$ cat src/hdl/kwm_pkg.sv
`default_nettype none
// ----------------------------------------------------------------------------
// kwm_pkg: shared types and constants for the k-way sorted run merge
// Holds the opcodes, register indexes, payload structs and the control
// and status bundles passed between the controller and the datapath.
// ----------------------------------------------------------------------------
package kwm_pkg;

    // Field widths
    localparam int OP_W    = 2;
    localparam int VALUE_W = 31;
    localparam int SRC_W   = 3;

    // Operations carried by an input item
    localparam logic [OP_W-1:0] OP_LOAD  = 2'd0;
    localparam logic [OP_W-1:0] OP_POP   = 2'd1;
    localparam logic [OP_W-1:0] OP_CLEAR = 2'd2;
    localparam logic [OP_W-1:0] OP_NOP   = 2'd3;

    // Configuration port
    localparam int CFG_IDX_W  = 1;
    localparam int CFG_DATA_W = 11;
    localparam int RLEN_W     = 11;
    localparam int RUSE_W     = 4;

    localparam logic [CFG_IDX_W-1:0] REG_RUN_LENGTH  = 1'd0;
    localparam logic [CFG_IDX_W-1:0] REG_RUNS_IN_USE = 1'd1;

    localparam logic [RLEN_W-1:0] RUN_LENGTH_RESET  = 11'd1024;
    localparam logic [RUSE_W-1:0] RUNS_IN_USE_RESET = 4'd8;

    // Input item
    typedef struct packed {
        logic [OP_W-1:0]    operation;
        logic [VALUE_W-1:0] load_value;
    } in_item_t;

    // Result item
    typedef struct packed {
        logic [VALUE_W-1:0] merged_value;
        logic [SRC_W-1:0]   source_run;
        logic               all_empty;
    } out_item_t;

    // Controller to datapath commands
    typedef struct packed {
        logic load;
        logic clear;
        logic scan_start;
        logic scan_step;
        logic commit;
    } ctrl_cmd_t;

    // Datapath to controller status
    typedef struct packed {
        logic scan_last;
        logic out_free;
    } dp_status_t;

endpackage : kwm_pkg
`default_nettype wire

$ cat src/hdl/kwm_ctrl.sv
`default_nettype none
// ----------------------------------------------------------------------------
// kwm_ctrl: merge controller
// Takes input items while idle, runs the head scan for a pop and commits
// the winning head once the output register is free.
// ----------------------------------------------------------------------------
module kwm_ctrl (
    input  wire logic                     clk,
    input  wire logic                     rst_n,
    input  wire logic                     item_valid,
    input  wire logic [kwm_pkg::OP_W-1:0] operation,
    output logic                          item_stall,
    input  wire kwm_pkg::dp_status_t      status,
    output kwm_pkg::ctrl_cmd_t            cmd
);
    import kwm_pkg::*;

    localparam logic [1:0] S_IDLE   = 2'd0;
    localparam logic [1:0] S_SCAN   = 2'd1;
    localparam logic [1:0] S_COMMIT = 2'd2;

    logic [1:0] state_reg;
    logic [1:0] state_next;

    // Next state and command decode
    always_comb
    begin
        state_next = state_reg;
        cmd        = '0;
        item_stall = (state_reg != S_IDLE);
        unique case (state_reg)
            S_IDLE:
            begin
                if (item_valid)
                begin
                    unique case (operation)
                        OP_LOAD:  cmd.load = 1'b1;
                        OP_CLEAR: cmd.clear = 1'b1;
                        OP_POP:
                        begin
                            cmd.scan_start = 1'b1;
                            state_next     = S_SCAN;
                        end
                        OP_NOP:   ;
                        default:  ;
                    endcase
                end
            end
            S_SCAN:
            begin
                cmd.scan_step = 1'b1;
                if (status.scan_last)
                begin
                    state_next = S_COMMIT;
                end
            end
            S_COMMIT:
            begin
                if (status.out_free)
                begin
                    cmd.commit = 1'b1;
                    state_next = S_IDLE;
                end
            end
            default:  state_next = S_IDLE;
        endcase
    end

    // State register
    always_ff @(posedge clk or negedge rst_n)
    begin
        if (!rst_n)
        begin
            state_reg <= S_IDLE;
        end
        else
        begin
            state_reg <= state_next;
        end
    end

endmodule : kwm_ctrl
`default_nettype wire

$ cat config.mk
export PLATFORM = sky130hd
export DESIGN_NAME = kwm_ctrl
export DESIGN_NICKNAME = d
export VERILOG_FILES = /design/src/hdl/kwm_pkg.sv /design/src/hdl/kwm_ctrl.sv
export SDC_FILE = /design/constraint.sdc
export NUM_CORES = 1
export LEC_CHECK = 0
export BUFFER_PORTS_ARGS = -buffer_cell sky130_fd_sc_hd__buf_2
export CORE_AREA = 2 2 39 41
export DETAILED_ROUTE_END_ITERATION = 8
export DIE_AREA = 0 0 41 43
export PLACE_DENSITY = 0.38
export SYNTH_ARGS = -nofsm -noshare
export SYNTH_HDL_FRONTEND = slang
export SYNTH_SLANG_ARGS = --single-unit
$ cat constraint.sdc
create_clock -name clk -period 1.2 [get_ports clk]
set_clock_uncertainty 0.15 [all_clocks]
set_input_delay 0.12 -clock clk [delete_from_list [all_inputs] [get_ports clk]]
set_output_delay 0.12 -clock clk [all_outputs]
set_load 0.02 [all_outputs]
# Yosys cells after proc, flatten, opt, wreduce, memory -nomap -nowiden
# Index checks and enable logic that the tools add are counted.
[totals]
ff_bits = 2
in_bits = 7
output_inout_bits = 6
word_cells = 26
[op_classes]
n_eq_ne = 8
mux = 13
reduce_logical = 4
[op_table]
columns = ["operator", "n"]
rows = [
  ["$mux 2", 4],
  ["$mux 1", 6],
  ["$mux 3", 2],
  ["$ne 2x2->1 const B", 3],
  ["$pmux 2 s3", 1],
  ["$eq 2x1->1 const B", 2],
  ["$eq 2x2->1 const B", 2],
  ["$logic_not 2->1", 2],
  ["$reduce_and 4->1", 1],
  ["$ne 2x1->1 const B", 1],
  ["$reduce_bool 2->1", 1],
]

# Depth between registers and ports, before layout
# Gate-level depths: netlist of run 1.
[logic_depth]
word_depth = 4
ltp_mapped = 2
ltp_nobuf = 2

# Worst setup path after synthesis of run 1
# OpenSTA, ideal clock, no wires.
[synth_timing]
path_type = "register -> output"
start = "register state_reg[1]"
end = "output port cmd[2] (netlist name)"
t_arrival_ps = 1194
t_required_ps = 930
path_slack_ps = -264
path_stages_with_launch = 3
path_buffers = 0
cell_sequence = "dfrtp_1 > or2_4 > nor3_1"
[synth_lines]
columns = ["item", "line_no", "source"]
rows = [
  ["from (decl)", "kwm_ctrl.sv:22", "logic [1:0] state_reg;"],
  ["from (signal assigned)", "kwm_ctrl.sv:78", "state_reg <= state_next;"],
  ["to (decl)", "kwm_ctrl.sv:14", "output kwm_pkg::ctrl_cmd_t cmd"],
]

==> flow_summary_export.csv, run 1 <==
group,metric,value,unit
status,outcome,"complete, but fails checks",
status,failed_checks,"negative setup slack",
power_and_ir_drop,intPower,0.000273,W
synthesis,synth_top_area_share,33.1,%
worst_setup_path,cpMaxStageDelayCell,"dfrtp_1",
synthesis,yosys.area.top_type,"dfrtp_1",
clock_network,clockRootBuffer,"clkbuf_4",
layout,syn_to_final_growth,140,%
layout,final_layout_size_suffix_gt1_share,74.3,%
synthesis,synthFlopType,"dfrtp_1",
power_and_ir_drop,p_clk_share,37.8,%
sta,hold_viol,0,
sta,holdWs,0.00946,ns
synthesis,synthCells,16,
floorplanning,num_rows,14,
detailed_routing,ant_nets,0,
power_and_ir_drop,switching_power,0.000123,W
worst_setup_path,cp-end-kind,"output pin",
global_routing,antenna_found_initial,0,
floorplanning,core-area,1380,um2
global_routing,overflow,0,
sta,fin_crit,1.53,ns
floorplanning,die_w,41,um
synthesis,synth_fp_nets,23,
clock_network,cts_buffer_depth,2,
layout,largest_reg_flops,2,
power_and_ir_drop,combPwrFrac,42.3,%
worst_setup_path,critPathArrivalTime,1.26,ns
worst_setup_path,slowest_delay,0.37,ns
worst_setup_path,reg2reg_to,"state_reg[1]",
floorplanning,die_h,43,um
place,io_buffers,12,
floorplanning,die_area,1760,um2
synthesis,avgSynthCellArea,9.46,um2
detailed_routing,vias_per_cell,4.00,
power_and_ir_drop,leakage,0.171,nW
synthesis,yosys_warnings,0,
detailed_routing,drt_iter0_drc,0,
sta,layout_setup_ws,-0.328,ns
power_and_ir_drop,ir_drop,0.000342,V
worst_setup_path,start_kind,"flip-flop",
sta,fin_crit_sh,127,%
sta,finalMaxSlewViolations,0,
layout,antenna_cells,0,
worst_setup_path,rr_worst_depth,4,
global_routing,grtUsageTotal,7.63,%
place,dpl.hpwl,372,um
place,gp_congestion,0.557,
worst_setup_path,crit_start,"state_reg[0]",
clock_network,numCtsBuffers,3,
job,maxCapViolCount,0,
synthesis,ys_seq_area_share,33.1,%
clock_network,clkSinkCount,2,
floorplanning,pin_count,13,
synthesis,synth_enable_flop_cells,0,
worst_setup_path,r2r-start,"state_reg[0]",
synthesis,synth_top_cells_by_area,"dfrtp_1 33%, nor4b_2 9.9%, nand4bb_1 7.4%, a22o_1 5.8%, and3b_1 5.8%",
clock_network,clk_pin_slew,0.03,ns
worst_setup_path,cp-endpoint,"cmd[4]",
clock_network,cts_max_level,1,
clock_network,clk_latency,0.23,ns
detailed_routing,drc,0,
synthesis,synth-seq-cells,2,
detailed_routing,num_vias,204,
place,dp_slack,-0.108,ns
worst_setup_path,reg2reg_setup_slack,-0.01,ns
power_and_ir_drop,pwr-share-seq,19.9,%
worst_setup_path,crit_fanout,4,
worst_setup_path,crit_chain,"or2_4 > nor4b_4 > buf_4",
worst_hold_path,hp-class,"input port to flip-flop",
layout,final_util,26.2,%
global_routing,first_global_vias,221,
clock_network,cts_tree,"yes",
power_and_ir_drop,swShare,31.0,%
sta,setup_viol,7,
detailed_routing,routedWlPerCell,10.9,um
detailed_routing,routed_wl,557,um
synthesis,async_reset_ff_share,100,%
worst_setup_path,path_class,"flip-flop to output pin",
global_routing,grt_max_degree,6,
sta,timing.fmax,654,MHz
detailed_routing,firstDrtPassIters,1,
sta,max_slew.worst_pin.slew,0.187,ns
synthesis,netlist_area,151,um2
power_and_ir_drop,power_density,1090,nW/um2
global_routing,grt_pass1_wl,841,um
floorplanning,start_util,10.9,%
synthesis,synth_cell_types,14,
worst_setup_path,required,0.93,ns
sta,tns,-1.38,ns
sta,rsz0062_at_grt,"true",
layout,nNetsFinal,44,
synthesis,synth_common_cells,"2 x dfrtp_1, 2 x nor2_1",
sta,slew_headroom,87.5,%
-- worst max-delay path, delay by kind of cell (launching register included) --
kind	cells	cell delay (ns)
AND/OR/NAND/NOR	2	0.49
flip-flops	1	0.37
buffers and inverters	1	0.18
-- layout by cell type, fill, tap and decap left out, drive strengths merged --
cell type | netlist | layout
a21oi | 1 | 1
a22o | 1 | 1
and3b | 1 | 1
buf | 1 | 16
clkbuf | 0 | 3
dfrtp | 2 | 2
dlygate4sd3 | 0 | 1
nand2 | 1 | 1
nand2b | 1 | 1
nand3b | 1 | 1
nand4bb | 1 | 1
nor2 | 2 | 2
nor2b | 1 | 1
nor3 | 1 | 1
nor4b | 1 | 1
or2 | 1 | 1
-- routing by layer --
metal	GRT usage, %	up-vias	part of all wire (%)
li1	-	97	-
met1	6.11	94	38
met2	13.1	13	56
met3	1.57	0	6.3
met4	8.00	0	0
met5	0	-	0
-- worst min path at each step --
stage,start,end,cells past startpoint
global placement,rst_n,state_reg[0],1
CTS,status[1],state_reg[1],2
finish,status[1],state_reg[1],2
detailed placement,rst_n,state_reg[0],1
global route,status[1],state_reg[1],2
floorplan,rst_n,state_reg[0],0
-- final cells by class --
| type | count | area, um2 |
|---|---|---|
| Clock buffer | 3 | 22.5 |
| Fill cell | 145 | 1020 |
| Multi-Input combinational cell | 13 | 143 |
| Sequential cell | 2 | 50.0 |
| Tap cell | 16 | 20.0 |
| Timing Repair Buffer | 17 | 128 |
-- power groups by stage --
| stage | Combinational (W) | Clock (W) | Sequential [W] |
|---|---|---|---|
| detailed placement | 0.000117 | 0 | 0.0000795 |
| finish | 0.000168 | 0.000150 | 0.0000786 |
| global route | 0.000181 | 0.000162 | 0.0000805 |
| CTS | 0.000158 | 0.000161 | 0.0000787 |
| global placement | 0.000111 | 0 | 0.0000796 |
| floorplan | 0.0000688 | 0 | 0.0000824 |
-- kinds of logic after synthesis --
kind of cell / Yosys count / synth area share (%)
and+or+nand+nor: 11 / 52.9
buffers and inverters: 1 / 4.96
AOI/OAI and AO/OA: 2 / 9.09
DFF: 2 / 33.1
-- metrics by stage --
step | instance area, um2 | power, W | cells
2_1_floorplan | 165 | 0.000151 | 16
3_3_place_gp | 253 | 0.000191 | 45
3_5_place_dp | 253 | 0.000197 | 45
4_1_cts | 343 | 0.000397 | 51
5_1_grt | 363 | 0.000423 | 51
6_report | 363 | 0.000396 | 51
-- repair_timing --
action | in CTS | in global routing
setup endpoints to repair | 6 | 8
pin swaps | 3 | 3
resized for setup | 13 | 2
hold buffers | 1 | 0
buffers inserted | 2 | 0
hold endpoints to repair | 2 | 0
Note: power is estimated with default switching activity, not from simulation.
==> run 2, diff against run 1 <==
Settings changed: CTS_BUF_LIST from default to sky130_fd_sc_hd__clkbuf_2.
==> run 2 against run 1 <==
Effect of this change:
- the flow still finishes with violations (negative setup slack)
- final cell count unchanged
- count of clock-buffer cells in the layout unchanged
- setup slack improved by 0.032 ns
- maximum frequency increased by 2.1%
- critical path type unchanged
- critical endpoint unchanged
- highest routed layer unchanged
==> flow_summary_export.csv, run 2 (synthesis gave the netlist of run 1 again) <==
group,metric,value,unit
floorplanning,die_w,41,um
sta,max_slew.worst_pin.slew,0.187,ns
layout,final_common_cell,"buf_2",
global_routing,grtUsageTotal,7.63,%
global_routing,grt_pass1_wl,841,um
detailed_routing,firstDrtPassIters,1,
sta,fin_crit,1.50,ns
power_and_ir_drop,leakage,0.169,nW
layout,layout_common_cells,"7 x buf_2, 5 x buf_4, 4 x buf_6",
layout,largest_reg_flops,2,
detailed_routing,drc,0,
place,gp_congestion,0.557,
floorplanning,pin_count,13,
sta,tns,-1.19,ns
place,dpl.cell_count,45,
floorplanning,die_area,1760,um2
layout,final_util,25.7,%
sta,rsz0062_at_grt,"true",
power_and_ir_drop,total_power,0.000353,W
layout,nNetsFinal,44,
clock_network,clkSinkCount,2,
clock_network,clockRootBuffer,"clkbuf_2",
global_routing,first_global_vias,221,
floorplanning,num_rows,14,
place,io_buffers,12,
detailed_routing,routedWlPerCell,10.9,um
layout,antenna_cells,0,
power_and_ir_drop,p_clk_share,30.1,%
sta,layout_setup_ws,-0.297,ns
detailed_routing,vias_per_cell,4.02,
job,maxCapViolCount,0,
clock_network,cts_tree,"yes",
global_routing,overflow,0,
floorplanning,start_util,10.9,%
sta,timing.fmax,668,MHz
worst_setup_path,required,0.93,ns
clock_network,numCtsBuffers,3,
global_routing,antenna_found_initial,0,
power_and_ir_drop,pwr-share-seq,22.4,%
floorplanning,core-area,1380,um2
sta,setup_viol,7,
sta,finalMaxSlewViolations,0,
power_and_ir_drop,power_density,992,nW/um2
worst_setup_path,start_kind,"flip-flop",
place,dpl.hpwl,372,um
worst_setup_path,crit_fanout,4,
worst_setup_path,path_class,"flip-flop to output pin",
power_and_ir_drop,swShare,34.9,%
clock_network,clk_latency,0.19,ns
status,outcome,"complete, but fails checks",
layout,syn_to_final_growth,135,%
clock_network,cts_buffer_depth,2,
power_and_ir_drop,switching_power,0.000123,W
layout,final_layout_size_suffix_gt1_share,74.3,%
worst_hold_path,hp-class,"input port to flip-flop",
detailed_routing,num_vias,205,
layout,instances_no_fill,51,
power_and_ir_drop,combPwrFrac,47.5,%
detailed_routing,drt_iter0_drc,0,
power_and_ir_drop,intPower,0.000229,W
sta,fin_crit_sh,125,%
sta,slew_headroom,87.5,%
power_and_ir_drop,ir_drop,0.000343,V
detailed_routing,routed_wl,558,um
global_routing,grt_max_degree,6,
detailed_routing,ant_nets,0,
worst_setup_path,cp-end-kind,"output pin",
sta,hold_viol,0,
status,failed_checks,"negative setup slack",
floorplanning,die_h,43,um
clock_network,clk_pin_slew,0.03,ns
clock_network,cts_max_level,1,
worst_setup_path,critPathArrivalTime,1.23,ns
==> run 2: changes by cell type in the layout (fill, tap and decap cells not counted) <==
cell and delta:
clkbuf_2 +3, clkbuf_4 -3
==> run 2: routing by layer <==
layer / routed length (um) / vias to the layer above / global-route usage (%)
met5: 0 / - / 0
met4: 0 / 0 / 8.00
met3: 35 / 0 / 1.57
met2: 312 / 13 / 13.1
met1: 210 / 95 / 6.11
li1: - / 97 / -
==> run 2: worst paths after layout <==
check	from	endpoint	slack (ns)	cells after the start
max	state_reg[0]	cmd[4]	-0.30	3
min	status[1]	state_reg[1]	0.04	2
max reg2reg	state_reg[0]	state_reg[1]	-0.01	4
min reg2reg	state_reg[1]	state_reg[0]	0.42	2
max in group asynchronous	rst_n	state_reg[1]	0.71	2
min in group asynchronous	rst_n	state_reg[0]	0.08	2
==> run 2: final cells by class <==
type | instances | area [um2]
clock buffer | 3 | 15.0
fill | 149 | 1030
multi-input combinational | 13 | 143
sequential | 2 | 50.0
tap | 16 | 20.0
timing repair buffer | 17 | 128
==> run 2: timing repair <==
action / in CTS / in global routing
cloned: 0 / 0
hold buffers: 1 / 0
buffers inserted: 2 / 0
resized for setup: 13 / 2
endpoints found under the setup margin: 6 / 8
pin swaps: 3 / 3
endpoints found under the hold margin: 2 / 0
==> run 2: metrics by stage <==
stage	worst slack (ns)	hold slack, ns	instance area, um2
3_3_place_gp	-0.0890	-0.246	253
6_report	-0.297	0.0428	355
2_1_floorplan	-0.115	-0.326	165
5_1_grt	-0.368	0.0425	355
3_5_place_dp	-0.108	-0.240	253
4_1_cts	-0.308	0.0262	335
==> run 2: power by group through the flow <==
stage,logic (W),clock network [W],registers (W)
after global placement,0.000111,0,0.0000796
after floorplan,0.0000688,0,0.0000824
final,0.000167,0.000106,0.0000791
after global routing,0.000181,0.000117,0.0000805
after CTS,0.000158,0.000116,0.0000787
after detailed placement,0.000117,0,0.0000795
==> run 2: worst max-delay path, cell delays in order (launching register included) <==
cell	delay (ns)
dfrtp_1	0.37
or2_4	0.28
nor4b_4	0.21
buf_4	0.18
==> run 3, diff against run 2 <==
Settings changed: PLACE_DENSITY 0.38 to 0.39.
Clock period 1.2 ns to 1.37 ns, I/O delays scaled along.
==> run 3 against run 2 <==
Effect of this change:
- the run still ends with negative setup slack left
- worst hold slack got worse by 0.0055 ns
- sequential share of layout area increased by 3.2 points
- combinational power decreased by 35%
- wire length decreased by 22%
- total power decreased by 24%
- core utilization decreased by 4.7 points
- first-iteration DRC count increased by 3
- non-clock buffer count decreased by 2
- global-route usage decreased by 1.5 points
- register-to-register slack improved by 0.24 ns
- flip-flop and latch count unchanged
- final cell count decreased by 3.9%
- critical endpoint unchanged
- largest power group unchanged
==> flow_summary_export.csv, run 3 (synthesis gave the netlist of run 1 again) <==
group,metric,value,unit
power_and_ir_drop,ir_drop,0.000250,V
detailed_routing,drt_iter0_drc,3,
worst_setup_path,path_class,"flip-flop to output pin",
sta,hold_viol,0,
clock_network,cts_max_level,1,
place,io_buffers,12,
detailed_routing,ant_nets,0,
power_and_ir_drop,pwr-share-seq,25.7,%
place,dp_slack,0.0570,ns
floorplanning,die_area,1760,um2
power_and_ir_drop,combPwrFrac,40.5,%
worst_hold_path,hp-class,"input port to flip-flop",
status,outcome,"complete, but fails checks",
detailed_routing,drc,0,
floorplanning,start_util,10.9,%
layout,finalInstanceArea,290,um2
detailed_routing,routedWlPerCell,8.94,um
sta,fin_crit_sh,109,%
floorplanning,pin_count,13,
clock_network,clk_pin_slew,0.03,ns
clock_network,numCtsBuffers,3,
power_and_ir_drop,intPower,0.000176,W
layout,final_common_cell,"buf_2",
job,maxCapViolCount,0,
place,place_area,253,um2
global_routing,antenna_found_initial,0,
layout,layout_common_cells,"8 x buf_2, 6 x buf_4, 3 x clkbuf_2",
clock_network,clk_latency,0.19,ns
place,dpl.hpwl,357,um
sta,slew_headroom,88.3,%
sta,tns,-0.177,ns
sta,setup_viol,2,
floorplanning,core-area,1380,um2
sta,layout_setup_ws,-0.121,ns
clock_network,cts_setup_buffers,0,
sta,rsz0062_at_grt,"true",
power_and_ir_drop,leakage,0.151,nW
floorplanning,die_w,41,um
clock_network,clkSinkCount,2,
global_routing,grt_pass1_wl,683,um
layout,syn_to_final_growth,91.7,%
power_and_ir_drop,switching_power,0.0000910,W
layout,fill_cells,149,
clock_network,clockRootBuffer,"clkbuf_2",
place,dpl.cell_count,45,
worst_setup_path,crit_fanout,4,
global_routing,grtUsageTotal,6.12,%
detailed_routing,routed_wl,438,um
layout,antenna_cells,0,
floorplanning,num_rows,14,
worst_setup_path,start_kind,"flip-flop",
layout,regArea,50.0,um2
power_and_ir_drop,power_density,918,nW/um2
sta,fin_crit,1.49,ns
sta,finalMaxSlewViolations,0,
global_routing,grt_max_degree,6,
global_routing,first_global_vias,203,
clock_network,cts_tree,"yes",
detailed_routing,firstDrtPassIters,4,
power_and_ir_drop,swShare,34.1,%
power_and_ir_drop,total_power,0.000267,W
sta,max_slew.worst_pin.slew,0.175,ns
layout,largest_reg_flops,2,
power_and_ir_drop,p_clk_share,33.8,%
worst_setup_path,critPathArrivalTime,1.20,ns
detailed_routing,vias_per_cell,3.69,
detailed_routing,num_vias,181,
layout,multi_input_area,110,um2
worst_setup_path,cp-end-kind,"output pin",
clock_network,cts_buffer_depth,2,
sta,timing.fmax,671,MHz
worst_setup_path,required,1.08,ns
layout,instances_no_fill,49,
global_routing,overflow,0,
layout,final_layout_size_suffix_gt1_share,63.6,%
status,failed_checks,"negative setup slack",
layout,nNetsFinal,42,
floorplanning,die_h,43,um
place,gp_congestion,0.653,
==> run 3: changes by cell type in the layout (fill, tap and decap cells not counted), sizes merged <==
cell,before,now
buf,16,14
==> run 3: cell type report <==
class                           instances  area share [%]
Clock buffer                            3            5.17
Multi-Input combinational cell         13            37.9
Sequential cell                         2            17.2
Tap cell                               16            6.90
Timing Repair Buffer                   15            32.8
==> run 3: repair_timing <==
item                       4_1_cts  5_1_grt
setup endpoints to repair        3        5
resized for setup                3        2
hold endpoints to repair         2        0
pin swaps                        2        2
hold buffers                     1        0
==> run 3: path summary, 6_finish.rpt <==
| kind | cells after the start | from | endpoint | slack (ns) |
|---|---|---|---|---|
| max reg2reg | 3 | state_reg[0] | state_reg[1] | 0.23 |
| min | 2 | status[1] | state_reg[1] | 0.04 |
| max | 3 | state_reg[0] | cmd[4] | -0.12 |
| min reg2reg | 2 | state_reg[1] | state_reg[0] | 0.39 |
| max in group asynchronous | 2 | rst_n | state_reg[1] | 0.86 |
| min in group asynchronous | 2 | rst_n | state_reg[0] | 0.12 |
==> run 3: worst max-delay path, stage by stage (launching register included) <==
cell	delay, ns
dfrtp_1	0.36
or2_4	0.28
nor4b_4	0.20
buf_4	0.17
==> run 3: layer usage <==
layer / share of wire (%) / wire length (um) / vias up / track usage [%]
met5: 0 / 0 / - / 0
met4: 0 / 0 / 0 / 8.00
met3: 16 / 72 / 0 / 1.57
met2: 46 / 200 / 11 / 8.44
met1: 38 / 165 / 79 / 6.11
li1: - / - / 91 / -
==> run 3: per-stage QoR <==
step / hold WS (ns) / util [%]
3_3_place_gp: -0.226 / 18.3
3_5_place_dp: -0.226 / 18.3
2_1_floorplan: -0.309 / -
4_1_cts: 0.0157 / 20.6
5_1_grt: 0.0372 / 21.0
6_report: 0.0373 / 21.0
==> run 3: power by group through the flow <==
stage               clock network (W)  logic [W]  registers [W]
detailed placement                  0   0.000101      0.0000691
floorplan                           0  0.0000602      0.0000721
CTS                          0.000101   0.000106      0.0000685
global placement                    0  0.0000984      0.0000692
global route                0.0000999   0.000118      0.0000697
finish                      0.0000902   0.000108      0.0000686
